[src/design/glbcp_pkg.sv]
// ----------------------------------------------------------------------------
// glbcp_pkg
// Shared types and constants for the GLB container chunk parser.
// ----------------------------------------------------------------------------
package glbcp_pkg;

    localparam int LENGTH_WIDTH_DEF   = 32;
    localparam int S_TDATA_W          = 8;
    localparam int M_TDATA_W          = 16;
    localparam int M_TUSER_W          = 3;
    localparam int HEADER_BYTES       = 12;
    localparam int CHUNK_HEADER_BYTES = 8;

    localparam logic [31:0] GLB_MAGIC   = 32'h4654_6C67;  // "glTF"
    localparam logic [31:0] GLB_VERSION = 32'd2;
    localparam logic [31:0] TYPE_JSON   = 32'h4E4F_534A;  // "JSON"
    localparam logic [31:0] TYPE_BIN    = 32'h004E_4942;  // "BIN\0"

    typedef enum logic [1:0] {
        PH_HEADER       = 2'd0,
        PH_CHUNK_HEADER = 2'd1,
        PH_PAYLOAD      = 2'd2,
        PH_ERROR        = 2'd3
    } phase_t;

    typedef enum logic [2:0] {
        KIND_HEADER      = 3'd0,
        KIND_JSON        = 3'd1,
        KIND_BIN         = 3'd2,
        KIND_SKIP        = 3'd3,
        KIND_AFTER_ERROR = 3'd4
    } kind_t;

    typedef enum logic [3:0] {
        ST_OK             = 4'd0,
        ST_SHORT          = 4'd1,
        ST_MAGIC          = 4'd2,
        ST_VERSION        = 4'd3,
        ST_LENGTH         = 4'd4,
        ST_HEADER_CUT     = 4'd5,
        ST_OVERRUN        = 4'd6,
        ST_FIRST_NOT_JSON = 4'd7,
        ST_DUP_JSON       = 4'd8,
        ST_DUP_BIN        = 4'd9,
        ST_NO_JSON        = 4'd10
    } status_t;

    typedef enum logic [1:0] {
        HE_NONE    = 2'd0,
        HE_MAGIC   = 2'd1,
        HE_VERSION = 2'd2,
        HE_LENGTH  = 2'd3
    } hdr_err_t;

    typedef enum logic [1:0] {
        CLS_JSON    = 2'd0,
        CLS_BIN     = 2'd1,
        CLS_UNKNOWN = 2'd2
    } chunk_class_t;

    typedef struct packed {
        logic       last;
        logic [7:0] data;
    } in_item_t;

    typedef struct packed {
        logic       last;
        status_t    status;
        kind_t      kind;
        logic [7:0] data;
    } result_t;

endpackage

[src/design/glbcp_in_stage.sv]
// ----------------------------------------------------------------------------
// glbcp_in_stage
// Input register: holds one accepted byte until the parse step consumes it.
// ----------------------------------------------------------------------------
module glbcp_in_stage (
    input  logic                aclk,
    input  logic                aresetn,
    input  logic                s_valid,
    output logic                s_ready,
    input  glbcp_pkg::in_item_t s_item,
    input  logic                take,
    output logic                item_valid,
    output glbcp_pkg::in_item_t item
);
    import glbcp_pkg::*;

    logic     valid_reg;
    logic     valid_next;
    in_item_t item_reg;

    assign s_ready    = !valid_reg || take;
    assign valid_next = (s_valid && s_ready) || (valid_reg && !take);

    always_ff @(posedge aclk) begin
        if (!aresetn) begin
            valid_reg <= 1'b0;
        end else begin
            valid_reg <= valid_next;
        end
    end

    always_ff @(posedge aclk) begin
        if (s_valid && s_ready) begin
            item_reg <= s_item;
        end
    end

    assign item_valid = valid_reg;
    assign item       = item_reg;

endmodule

[src/design/glbcp_parse_core.sv]
// ----------------------------------------------------------------------------
// glbcp_parse_core
// Container parse state and the combinational step that tags one byte.
// ----------------------------------------------------------------------------
module glbcp_parse_core #(
    parameter int LENGTH_WIDTH = glbcp_pkg::LENGTH_WIDTH_DEF
) (
    input  logic                aclk,
    input  logic                aresetn,
    input  logic                fire,
    input  glbcp_pkg::in_item_t item,
    output glbcp_pkg::result_t  result
);
    import glbcp_pkg::*;

    localparam int              CW          = LENGTH_WIDTH + 1;
    localparam logic [CW-1:0]   COUNT_LIMIT = {1'b1, {LENGTH_WIDTH{1'b0}}};
    localparam logic [32:0]     TOTAL_LIMIT = 33'(COUNT_LIMIT);

    // state
    logic [CW-1:0]           count_reg,  count_next;
    phase_t                  phase_reg,  phase_next;
    logic [31:0]             shift_reg,  shift_next;
    logic [2:0]              fpos_reg,   fpos_next;
    logic [LENGTH_WIDTH-1:0] total_reg,  total_next;
    hdr_err_t                herr_reg,   herr_next;
    logic [LENGTH_WIDTH-1:0] remain_reg, remain_next;
    logic [31:0]             clen_reg,   clen_next;
    chunk_class_t            class_reg,  class_next;
    logic                    first_reg,  first_next;
    logic                    json_reg,   json_next;
    logic                    bin_reg,    bin_next;
    status_t                 cerr_reg,   cerr_next;

    // step decisions
    logic [1:0]              byte_pos;
    logic [31:0]             shift_new;
    logic [CW-1:0]           total_ext;
    logic [CW-1:0]           head_room;
    logic [CW-1:0]           room;
    logic                    magic_bad, version_bad, len_at, len_big;
    logic                    past_end, hdr_cut, ch_ok, ch_end;
    logic                    type_json, type_bin;
    status_t                 ch_fault;
    logic [LENGTH_WIDTH-1:0] remain_dec;

    always_comb begin
        byte_pos  = (phase_reg == PH_HEADER) ? count_reg[1:0] : fpos_reg[1:0];
        shift_new = ((byte_pos == 2'd0) ? 32'd0 : shift_reg)
                  | (32'(item.data) << {byte_pos, 3'b000});
        total_ext = {1'b0, total_reg};

        magic_bad   = (count_reg == CW'(3)) && (shift_new != GLB_MAGIC);
        version_bad = (count_reg == CW'(7)) && (shift_new != GLB_VERSION);
        len_at      = (count_reg == CW'(HEADER_BYTES - 1));
        len_big     = len_at && ({1'b0, shift_new} >= TOTAL_LIMIT);

        // a chunk header may only start with all eight bytes inside the total
        past_end  = count_reg >= total_ext;
        head_room = total_ext - count_reg;
        hdr_cut   = !past_end && (head_room < CW'(CHUNK_HEADER_BYTES));
        ch_ok     = !((fpos_reg == 3'd0) && (past_end || hdr_cut));
        ch_end    = ch_ok && (fpos_reg == 3'd7);
        room      = head_room - CW'(1);

        type_json = (shift_new == TYPE_JSON);
        type_bin  = (shift_new == TYPE_BIN);
        if ({1'b0, clen_reg} > 33'(room)) begin
            ch_fault = ST_OVERRUN;
        end else if (first_reg && !type_json) begin
            ch_fault = ST_FIRST_NOT_JSON;
        end else if (type_json && json_reg) begin
            ch_fault = ST_DUP_JSON;
        end else if (type_bin && bin_reg) begin
            ch_fault = ST_DUP_BIN;
        end else begin
            ch_fault = ST_OK;
        end

        remain_dec = remain_reg - LENGTH_WIDTH'(1);
    end

    // next phase
    always_comb begin
        phase_next = phase_reg;
        unique case (phase_reg)
            PH_HEADER: begin
                if (magic_bad || version_bad || len_big) begin
                    phase_next = PH_ERROR;
                end else if (len_at) begin
                    phase_next = PH_CHUNK_HEADER;
                end
            end
            PH_CHUNK_HEADER: begin
                if (!ch_ok) begin
                    phase_next = PH_ERROR;
                end else if (ch_end) begin
                    if (ch_fault != ST_OK) begin
                        phase_next = PH_ERROR;
                    end else if (clen_reg == 32'd0) begin
                        phase_next = PH_CHUNK_HEADER;
                    end else begin
                        phase_next = PH_PAYLOAD;
                    end
                end
            end
            PH_PAYLOAD: begin
                if (remain_dec == '0) begin
                    phase_next = PH_CHUNK_HEADER;
                end
            end
            PH_ERROR: begin
                phase_next = PH_ERROR;
            end
            default: begin
                phase_next = PH_ERROR;
            end
        endcase
    end

    // datapath state
    always_comb begin
        count_next  = (count_reg == COUNT_LIMIT) ? count_reg : count_reg + CW'(1);
        shift_next  = shift_reg;
        fpos_next   = fpos_reg;
        total_next  = total_reg;
        herr_next   = herr_reg;
        remain_next = remain_reg;
        clen_next   = clen_reg;
        class_next  = class_reg;
        first_next  = first_reg;
        json_next   = json_reg;
        bin_next    = bin_reg;
        cerr_next   = cerr_reg;

        case (phase_reg)
            PH_HEADER: begin
                shift_next = shift_new;
                if (magic_bad) begin
                    herr_next = HE_MAGIC;
                end else if (version_bad) begin
                    herr_next = HE_VERSION;
                end else if (len_at) begin
                    total_next = shift_new[LENGTH_WIDTH-1:0];
                    if (len_big) begin
                        herr_next = HE_LENGTH;
                    end
                end
            end
            PH_CHUNK_HEADER: begin
                if (!ch_ok) begin
                    if (hdr_cut) begin
                        cerr_next = ST_HEADER_CUT;
                    end
                end else begin
                    shift_next = shift_new;
                    fpos_next  = fpos_reg + 3'd1;
                    if (fpos_reg == 3'd3) begin
                        clen_next = shift_new;
                    end
                    if (ch_end) begin
                        if (ch_fault != ST_OK) begin
                            cerr_next = ch_fault;
                        end else begin
                            first_next  = 1'b0;
                            remain_next = clen_reg[LENGTH_WIDTH-1:0];
                            if (type_json) begin
                                json_next  = 1'b1;
                                class_next = CLS_JSON;
                            end else if (type_bin) begin
                                bin_next   = 1'b1;
                                class_next = CLS_BIN;
                            end else begin
                                class_next = CLS_UNKNOWN;
                            end
                        end
                    end
                end
            end
            PH_PAYLOAD: begin
                remain_next = remain_dec;
            end
            default: begin
            end
        endcase
    end

    // result for this byte
    always_comb begin
        result.data   = item.data;
        result.last   = item.last;
        result.kind   = KIND_AFTER_ERROR;
        result.status = ST_OK;

        unique case (phase_reg)
            PH_HEADER:       result.kind = KIND_HEADER;
            PH_CHUNK_HEADER: result.kind = ch_ok ? KIND_HEADER : KIND_AFTER_ERROR;
            PH_PAYLOAD: begin
                unique case (class_reg)
                    CLS_JSON: result.kind = KIND_JSON;
                    CLS_BIN:  result.kind = KIND_BIN;
                    default:  result.kind = KIND_SKIP;
                endcase
            end
            default:         result.kind = KIND_AFTER_ERROR;
        endcase

        if (item.last) begin
            if (count_next < CW'(HEADER_BYTES)) begin
                result.status = ST_SHORT;
            end else if (herr_next == HE_MAGIC) begin
                result.status = ST_MAGIC;
            end else if (herr_next == HE_VERSION) begin
                result.status = ST_VERSION;
            end else if (herr_next == HE_LENGTH) begin
                result.status = ST_LENGTH;
            end else if (count_next != {1'b0, total_next}) begin
                result.status = ST_LENGTH;
            end else if (cerr_next != ST_OK) begin
                result.status = cerr_next;
            end else if (!json_next) begin
                result.status = ST_NO_JSON;
            end
        end
    end

    // the final byte of a file returns everything to the reset state
    always_ff @(posedge aclk) begin
        if (!aresetn || (fire && item.last)) begin
            count_reg  <= '0;
            phase_reg  <= PH_HEADER;
            shift_reg  <= '0;
            fpos_reg   <= '0;
            total_reg  <= '0;
            herr_reg   <= HE_NONE;
            remain_reg <= '0;
            clen_reg   <= '0;
            class_reg  <= CLS_JSON;
            first_reg  <= 1'b1;
            json_reg   <= 1'b0;
            bin_reg    <= 1'b0;
            cerr_reg   <= ST_OK;
        end else if (fire) begin
            count_reg  <= count_next;
            phase_reg  <= phase_next;
            shift_reg  <= shift_next;
            fpos_reg   <= fpos_next;
            total_reg  <= total_next;
            herr_reg   <= herr_next;
            remain_reg <= remain_next;
            clen_reg   <= clen_next;
            class_reg  <= class_next;
            first_reg  <= first_next;
            json_reg   <= json_next;
            bin_reg    <= bin_next;
            cerr_reg   <= cerr_next;
        end
    end

endmodule

[src/design/glbcp_out_stage.sv]
// ----------------------------------------------------------------------------
// glbcp_out_stage
// Result register: holds a tagged byte until the receiver takes it.
// ----------------------------------------------------------------------------
module glbcp_out_stage (
    input  logic               aclk,
    input  logic               aresetn,
    input  logic               load,
    input  glbcp_pkg::result_t load_result,
    output logic               free,
    output logic               m_valid,
    input  logic               m_ready,
    output glbcp_pkg::result_t m_result
);
    import glbcp_pkg::*;

    logic    valid_reg;
    logic    valid_next;
    result_t result_reg;

    assign free       = !valid_reg || m_ready;
    assign valid_next = load || (valid_reg && !m_ready);

    always_ff @(posedge aclk) begin
        if (!aresetn) begin
            valid_reg <= 1'b0;
        end else begin
            valid_reg <= valid_next;
        end
    end

    always_ff @(posedge aclk) begin
        if (load) begin
            result_reg <= load_result;
        end
    end

    assign m_valid  = valid_reg;
    assign m_result = result_reg;

endmodule

[src/design/glb_container_chunk_parser.sv]
// ----------------------------------------------------------------------------
// glb_container_chunk_parser
// Byte-stream checker and tagger for a glTF binary container.
// ----------------------------------------------------------------------------
// Usage:
//   Slave side takes one container byte per transaction; s_tlast marks the
//   final byte of a file. Master side returns every byte with a tag on
//   m_tuser (header, JSON, BIN, skipped chunk, after error). On the final
//   byte (m_tlast) m_tdata[11:8] carries the file status; it is zero on all
//   other transactions.
//   An input transaction is captured in the input register; the parse step
//   reads that register and loads the result register once the result
//   register is free, and the result transaction is taken from there.
//   Throughput is one byte per cycle while m_tready stays high; the parse
//   step only updates counters and compares words, so nothing loops per byte.
//   aresetn (synchronous) empties both registers and returns the parser to
//   the start of a file. The byte after a final byte also starts a new file.
//   When m_tready is low the result register holds; the input register
//   still takes one more byte, then s_tready drops until the result moves.
// ----------------------------------------------------------------------------
module glb_container_chunk_parser #(
    parameter int LENGTH_WIDTH = glbcp_pkg::LENGTH_WIDTH_DEF
) (
    input  logic                             aclk,
    input  logic                             aresetn,
    input  logic                             s_tvalid,
    output logic                             s_tready,
    input  logic [glbcp_pkg::S_TDATA_W-1:0]  s_tdata,   // [7:0] data_byte
    input  logic                             s_tlast,
    output logic                             m_tvalid,
    input  logic                             m_tready,
    output logic [glbcp_pkg::M_TDATA_W-1:0]  m_tdata,   // [7:0] out_byte, [11:8] status
    output logic [glbcp_pkg::M_TUSER_W-1:0]  m_tuser,   // [2:0] byte_kind
    output logic                             m_tlast
);
    import glbcp_pkg::*;

    in_item_t s_item;
    in_item_t item;
    logic     item_valid;
    logic     out_free;
    logic     fire;
    result_t  step_result;
    result_t  m_result;

    assign s_item.data = s_tdata;
    assign s_item.last = s_tlast;
    assign fire        = item_valid && out_free;

    glbcp_in_stage u_in (
        .aclk       (aclk),
        .aresetn    (aresetn),
        .s_valid    (s_tvalid),
        .s_ready    (s_tready),
        .s_item     (s_item),
        .take       (fire),
        .item_valid (item_valid),
        .item       (item)
    );

    glbcp_parse_core #(
        .LENGTH_WIDTH (LENGTH_WIDTH)
    ) u_core (
        .aclk    (aclk),
        .aresetn (aresetn),
        .fire    (fire),
        .item    (item),
        .result  (step_result)
    );

    glbcp_out_stage u_out (
        .aclk        (aclk),
        .aresetn     (aresetn),
        .load        (fire),
        .load_result (step_result),
        .free        (out_free),
        .m_valid     (m_tvalid),
        .m_ready     (m_tready),
        .m_result    (m_result)
    );

    assign m_tdata = {4'b0000, m_result.status, m_result.data};
    assign m_tuser = m_result.kind;
    assign m_tlast = m_result.last;

endmodule

[config.mk]
export PLATFORM = sky130hd
export DESIGN_NAME = glb_container_chunk_parser
export DESIGN_NICKNAME = d
export VERILOG_FILES = /design/src/design/glbcp_pkg.sv /design/src/design/glbcp_in_stage.sv /design/src/design/glbcp_parse_core.sv /design/src/design/glbcp_out_stage.sv /design/src/design/glb_container_chunk_parser.sv
export SDC_FILE = /design/constraint.sdc
export NUM_CORES = 1
export LEC_CHECK = 0
export CAP_MARGIN = 20
export CORE_MARGIN = 3
export CORE_UTILIZATION = 30
export DETAILED_ROUTE_END_ITERATION = 10
export DONT_BUFFER_PORTS = 1
export PLACE_DENSITY_LB_ADDON = 0.2
export SLEW_MARGIN = 25
export SYNTH_ARGS = -nofsm -noshare
export SYNTH_HDL_FRONTEND = slang
export SYNTH_SLANG_ARGS = --single-unit
[constraint.sdc]
create_clock -name aclk -period 7.1 [get_ports aclk]
set_input_delay 1.065 -clock aclk [delete_from_list [all_inputs] [get_ports aclk]]
set_output_delay 1.065 -clock aclk [all_outputs]
set_load 0.005 [all_outputs]
# Word level (Yosys, flattened, before mapping)
# Index checks and enable logic that the tools add are counted.
[totals] inputBits=13 register_bits=204 out_inout_bits=22
[op_classes] add_sub_neg=5 eq_ne=24 bitwise=5 n_lt_le_gt_ge=4 muxes=50 reduce_logical=48 shift=1
[ops] cell="$mux W32" n=9
[ops] cell="$pmux W32 S2" n=2
[ops] cell="$lt A33 B4 Y1 const B" n=2
[ops] cell="$logic_not A32 Y1" n=2
[ops] cell="$mux W4" n=11
[ops] cell="$add A33 B1 Y33 const B" n=1
[ops] cell="$eq A33 B2 Y1 const B" n=1
[ops] cell="$eq A33 B3 Y1 const B" n=1
[ops] cell="$eq A33 B33 Y1 const B" n=1
[ops] cell="$eq A33 B4 Y1 const B" n=1
[ops] cell="$ge A33 B32 Y1" n=1
[ops] cell="$gt A32 B33 Y1" n=1
[ops] cell="$mux W33" n=1
[ops] cell="$ne A33 B32 Y1" n=1
[ops] cell="$sub A32 B33 Y33" n=1
[ops] cell="$sub A33 B1 Y33 const B" n=1
[ops] cell="$eq A32 B23 Y1 const B" n=1
[ops] cell="$eq A32 B31 Y1 const B" n=1
[ops] cell="$ne A32 B2 Y1 const B" n=1
[ops] cell="$ne A32 B31 Y1 const B" n=1
[ops] cell="$or A32 B32 Y32" n=1
[ops] cell="$shl A8 B5 Y32" n=1
[ops] cell="$sub A32 B1 Y32 const B" n=1
[ops] cell="$mux W2" n=15
[ops] cell="29 further kinds" n=78

# Longest topological paths before layout
[depth] word_depth=23 ltp_mapped=32 mapped_depth_nobuf=28

# Cells and area by module
# Synthesis repeated with hierarchy kept, for this count alone.
[unflattened] cells_unflattened=1973 area_unflattened_um2=15366.0
[by_module_without_submodules] mod="glbcp_parse_core" seq_area_each_um2=3543.4 cells_per_inst=1933 instances=1 area_each_um2=14468.9
[by_module_without_submodules] mod="glbcp_out_stage" seq_area_each_um2=500.5 cells_per_inst=20 instances=1 area_each_um2=529.3
[by_module_without_submodules] mod="glbcp_in_stage" seq_area_each_um2=290.3 cells_per_inst=14 instances=1 area_each_um2=327.8
[by_module_without_submodules] mod="glb_container_chunk_parser" seq_area_each_um2=0.0 cells_per_inst=6 instances=1 area_each_um2=40.0

# Worst setup path after synthesis
# No wires, ideal clock.
[synth_timing] path_kind="reg-to-reg" from="register u_core.count_reg[3]" to="register u_out.result_reg, in the netlist u_out.m_result[12], data pin" period_less_slack_ns=6.654 slack_ns=0.446 stages_incl_launch_ff=30 arrival_time_ns=6.383 path_buffers=3 cell_sequence="dfxtp_1 > buf_1 > inv_1 > ha_1 > buf_2 > nand2_1 > a211oi_2 > nor2_1 > xnor2_1 > or3_1 > or3_1 > clkbuf_1 > nor3_1 > nand2_1 > or3_1 > xor2_1 > ha_1 > and4_1 > nand3_1 > nor2_1 > nand2_1 > o211ai_1 > o21ai_0 > or2_2 > nor4_1 > o21ai_1 > a31oi_1 > a2bb2oi_1 > nand3b_1 > o221ai_1"
[synth_between] elab_chain_cells=16 word_cells_on_any_way=50
[synth_rtl] element="start, declared" line="glbcp_parse_core.sv:21" rtl="logic [CW-1:0] count_reg, count_next;"
[synth_rtl] element="start signal, assigned" line="glbcp_parse_core.sv:244" rtl="count_reg <= count_next;"
[synth_rtl] element="parallel branches: the longest is 16 deep, another holds $sub A32 B33 Y33"
[synth_rtl] element="end signal, assigned" line="glbcp_out_stage.sv:34" rtl="result_reg <= load_result;"
[synth_rtl] element="end, declared" line="glbcp_out_stage.sv:19" rtl="result_t result_reg;"
# Parallel ways; which one is timed is not known.
# A chain may end at the register's enable or synchronous reset.

# Worst setup path after layout
[layout_timing] from="register u_core.total_reg[0]" to="register u_core.remain_reg[22]"
[layout_between] elab_chain_cells=9 word_cells_on_any_way=17
[layout_rtl] element="start, declared" line="glbcp_parse_core.sv:25" rtl="logic [LENGTH_WIDTH-1:0] total_reg, total_next;"
[layout_rtl] element="start signal, assigned" line="glbcp_parse_core.sv:248" rtl="total_reg <= total_next;"
[layout_rtl] element="parallel branches: the longest is 8 deep, another holds $sub A32 B33 Y33"
[layout_rtl] element="$reduce_and A5 Y1 (no line) *"
[layout_rtl] element="end signal, assigned" line="glbcp_parse_core.sv:250" rtl="remain_reg <= remain_next;"
[layout_rtl] element="end, declared" line="glbcp_parse_core.sv:27" rtl="logic [LENGTH_WIDTH-1:0] remain_reg, remain_next;"
# Mark *: on every way between the ends.

==> qor.yml <==
power_and_ir_drop:
  power_mw: 2.97
  ir_worst_vdd_v: 0.000133
  power-per-cell-area_nw_per_um2: 171
  p_leak_nw: 6.23
run_status:
  status: "finished, final reports clean"
grt:
  grt_pass1_wl_um: 88900
  grt.overflow.total: 0
  track_usage_pct: 21.1
  grt_pass1_vias: 14500
  grt_max_degree: 93
  antenna_found_initial: 5
worst_setup_path:
  critPathArrivalTime_ps: 7070
  cp_num_buf_inv: 3
  slowest_delay_ps: 530
  crit_type: "register to register"
  cp-end-kind: "register"
  ff2ff_setup_slack_ps: 490
  path_delay_family: "simple AND/OR/NAND/NOR gates"
  required_ps: 7550
  cp_slowest_cell: "a2111oi_4"
  startpoint_type: "register"
  critPathMaxFanout: 36
synth:
  syn_inst: 2041
  seq_area_frac_synth_pct: 27.9
  ys_types: 98
  async_flop_share_pct: 0
  syn_area_per_cell_um2: 7.62
  ys.flop_type: "dfxtp_1"
  yosysWarnings: 0
  netlist_area_um2: 15500
  synth-seq-cells: 204
  synth_edf_count: 25
die:
  ios: 35
  core_area_um2: 50700
  fp.dieH_um: 234
  placementRows: 82
  initial_utilization_pct: 30.7
  dieArea_um2: 54600
  dieWidth_um: 234
cts:
  cts-htree-levels: 1
  cts_buffer_depth: 3
  ctsHoldBuffers: 0
  cts.sinks: 204
  cts_tree: "done"
  numCtsBuffers: 26
  cts_root_buf: "clkbuf_16"
  clock_latency_ps: 560
  clkTransAtPathRegs_ps: 60
place:
  numPortBuffers: 0
  place.gp.congestion: 0.934
  dp_hpwl_um: 44700
timing:
  rsz0062_at_grt: "no"
  relSlewSlack_pct: 29.5
  finalCritPeriodShare_pct: 93.1
  max_freq_mhz: 151
  tightest_slew_ps: 1050
  drv_slew: 0
  period_minus_slack_ps: 6610
  final_hold_viol_count: 0
  setup_violations: 0
  tns_ps: 0
  skew_ps: 27.1
flow_run:
  cap_violations: 0
cells_and_area:
  largest_register_ffs: 33
  final_common_cell: "nand2_1"
  drive_above_1_share_pct: 9.69
  final_cell_mix: "nand2_1, nor2_1, dfxtp_1, a21oi_1, xnor2_1"
  nets: 2113
  area_growth_pct: 11.7
  fillers: 5480
drt:
  first_pass_iters: 7
  wirelength_um: 58400
  dr_total_vias: 15400
  avgRoutedWirePerCell_um: 21.5
  drt_iter0_drc: 1355
  drc: 0
  ant_nets: 0
  viasPerCell: 5.65
worst_hold_path:
  hold_path_class: "register to register"
## final cells by class
class,instances,area [µm²],share of cell area (%)
Clock inverter,5,38.8,0.223
Inverter,55,206,1.19
Multi-Input combinational cell,1660,10500,60.7
Tap cell,672,841,4.84
Sequential cell,204,4330,25.0
Antenna cell,1,2.50,0.0144
Clock buffer,43,796,4.58
Timing Repair Buffer,77,607,3.49
## worst reg2reg max path, delay by kind of cell (launching register included)
| kind | cells | cell delay, ps |
|---|---|---|
| flops | 1 | 360 |
| xor+xnor | 1 | 160 |
| simple gates | 12 | 2280 |
| fa+ha+maj | 3 | 950 |
| buf+inv | 3 | 510 |
| compound gates | 9 | 2250 |
## power breakdown
| group | switching [mW] | internal, mW |
|---|---|---|
| registers | 0.0194 | 1.18 |
| logic | 0.295 | 0.159 |
| clock network | 0.547 | 0.763 |
## worst paths after layout
kind,startpoint,end,depth (start not counted)
max,u_core.total_reg[0],u_core.remain_reg[22],28
min,u_core.herr_reg[1],u_core.herr_reg[1],2
max reg2reg,u_core.total_reg[0],u_core.remain_reg[22],28
min reg2reg,u_core.herr_reg[1],u_core.herr_reg[1],2
## synth_stat cells (5+ instances only)
master / count / area, µm²
and4_1: 10 / 87.6
buf_4: 5 / 37.5
buf_2: 19 / 95.1
ha_1: 75 / 938
or3_1: 23 / 144
nor3b_1: 8 / 60.1
o21bai_1: 5 / 37.5
a31oi_1: 32 / 200
nand2_1: 261 / 980
nand4_1: 50 / 313
nor2_1: 242 / 908
o211ai_1: 11 / 82.6
nor4_1: 38 / 238
o31ai_1: 7 / 52.6
and3_1: 17 / 106
a22oi_1: 11 / 82.6
or4_1: 7 / 52.6
buf_1: 7 / 26.3
o32ai_2: 11 / 179
a21oi_2: 11 / 96.3
o21a_1: 11 / 82.6
and2_1: 17 / 106
nand3b_1: 7 / 52.6
or2_2: 10 / 62.6
a21oi_1: 160 / 801
mux2_2: 5 / 56.3
xnor2_1: 125 / 1090
edfxtp_1: 25 / 751
nor3_1: 87 / 435
o21ai_0: 79 / 395
a211oi_1: 48 / 360
inv_1: 55 / 206
mux2i_1: 47 / 470
nor2b_1: 16 / 100
o21ai_1: 9 / 45.0
a31o_2: 5 / 43.8
nand2b_1: 12 / 75.1
a21o_1: 20 / 150
xor2_1: 21 / 184
dfxtp_1: 179 / 3580
nand3_1: 55 / 275
clkbuf_1: 88 / 330
## logic make-up (layout without fill, tap and decap cells)
family	Yosys count	count (layout)	synth area share [%]
buf+inv	180	180	4.93
simple gates	889	889	27.7
mux	52	52	3.39
flops	204	204	27.9
other cells	1	5	0.0241
xor+xnor	146	146	8.23
compound gates	493	493	21.6
fa+ha+maj	76	76	6.17
## timing repair
item	4_1_cts	5_1_grt
setup buffers	0	2
gates cloned	0	0
setup endpoints to repair	2	35
pin swaps	0	1
gates resized for setup	1	6
## through the flow
step,hold slack [ps],cell area [µm²],instances,setup WS (ps),util (%)
4_1_cts,461,17300,2714,193,34.2
3_5_place_dp,454,16500,2666,11.7,32.5
6_report,461,17400,2717,487,34.3
3_3_place_gp,449,16500,2666,86.6,32.5
2_1_floorplan,436,15600,2044,446,-
5_1_grt,500,17400,2716,60.8,34.3
## routing by layer
layer / share of wire [%] / wire [µm] / global-route usage [%]
met5: 0.021 / 12 / 0
met4: 3.2 / 1890 / 6.50
met3: 6.7 / 3890 / 3.12
met2: 43 / 25000 / 32.5
met1: 47 / 27500 / 30.2
(Power assumes the default switching activity.)
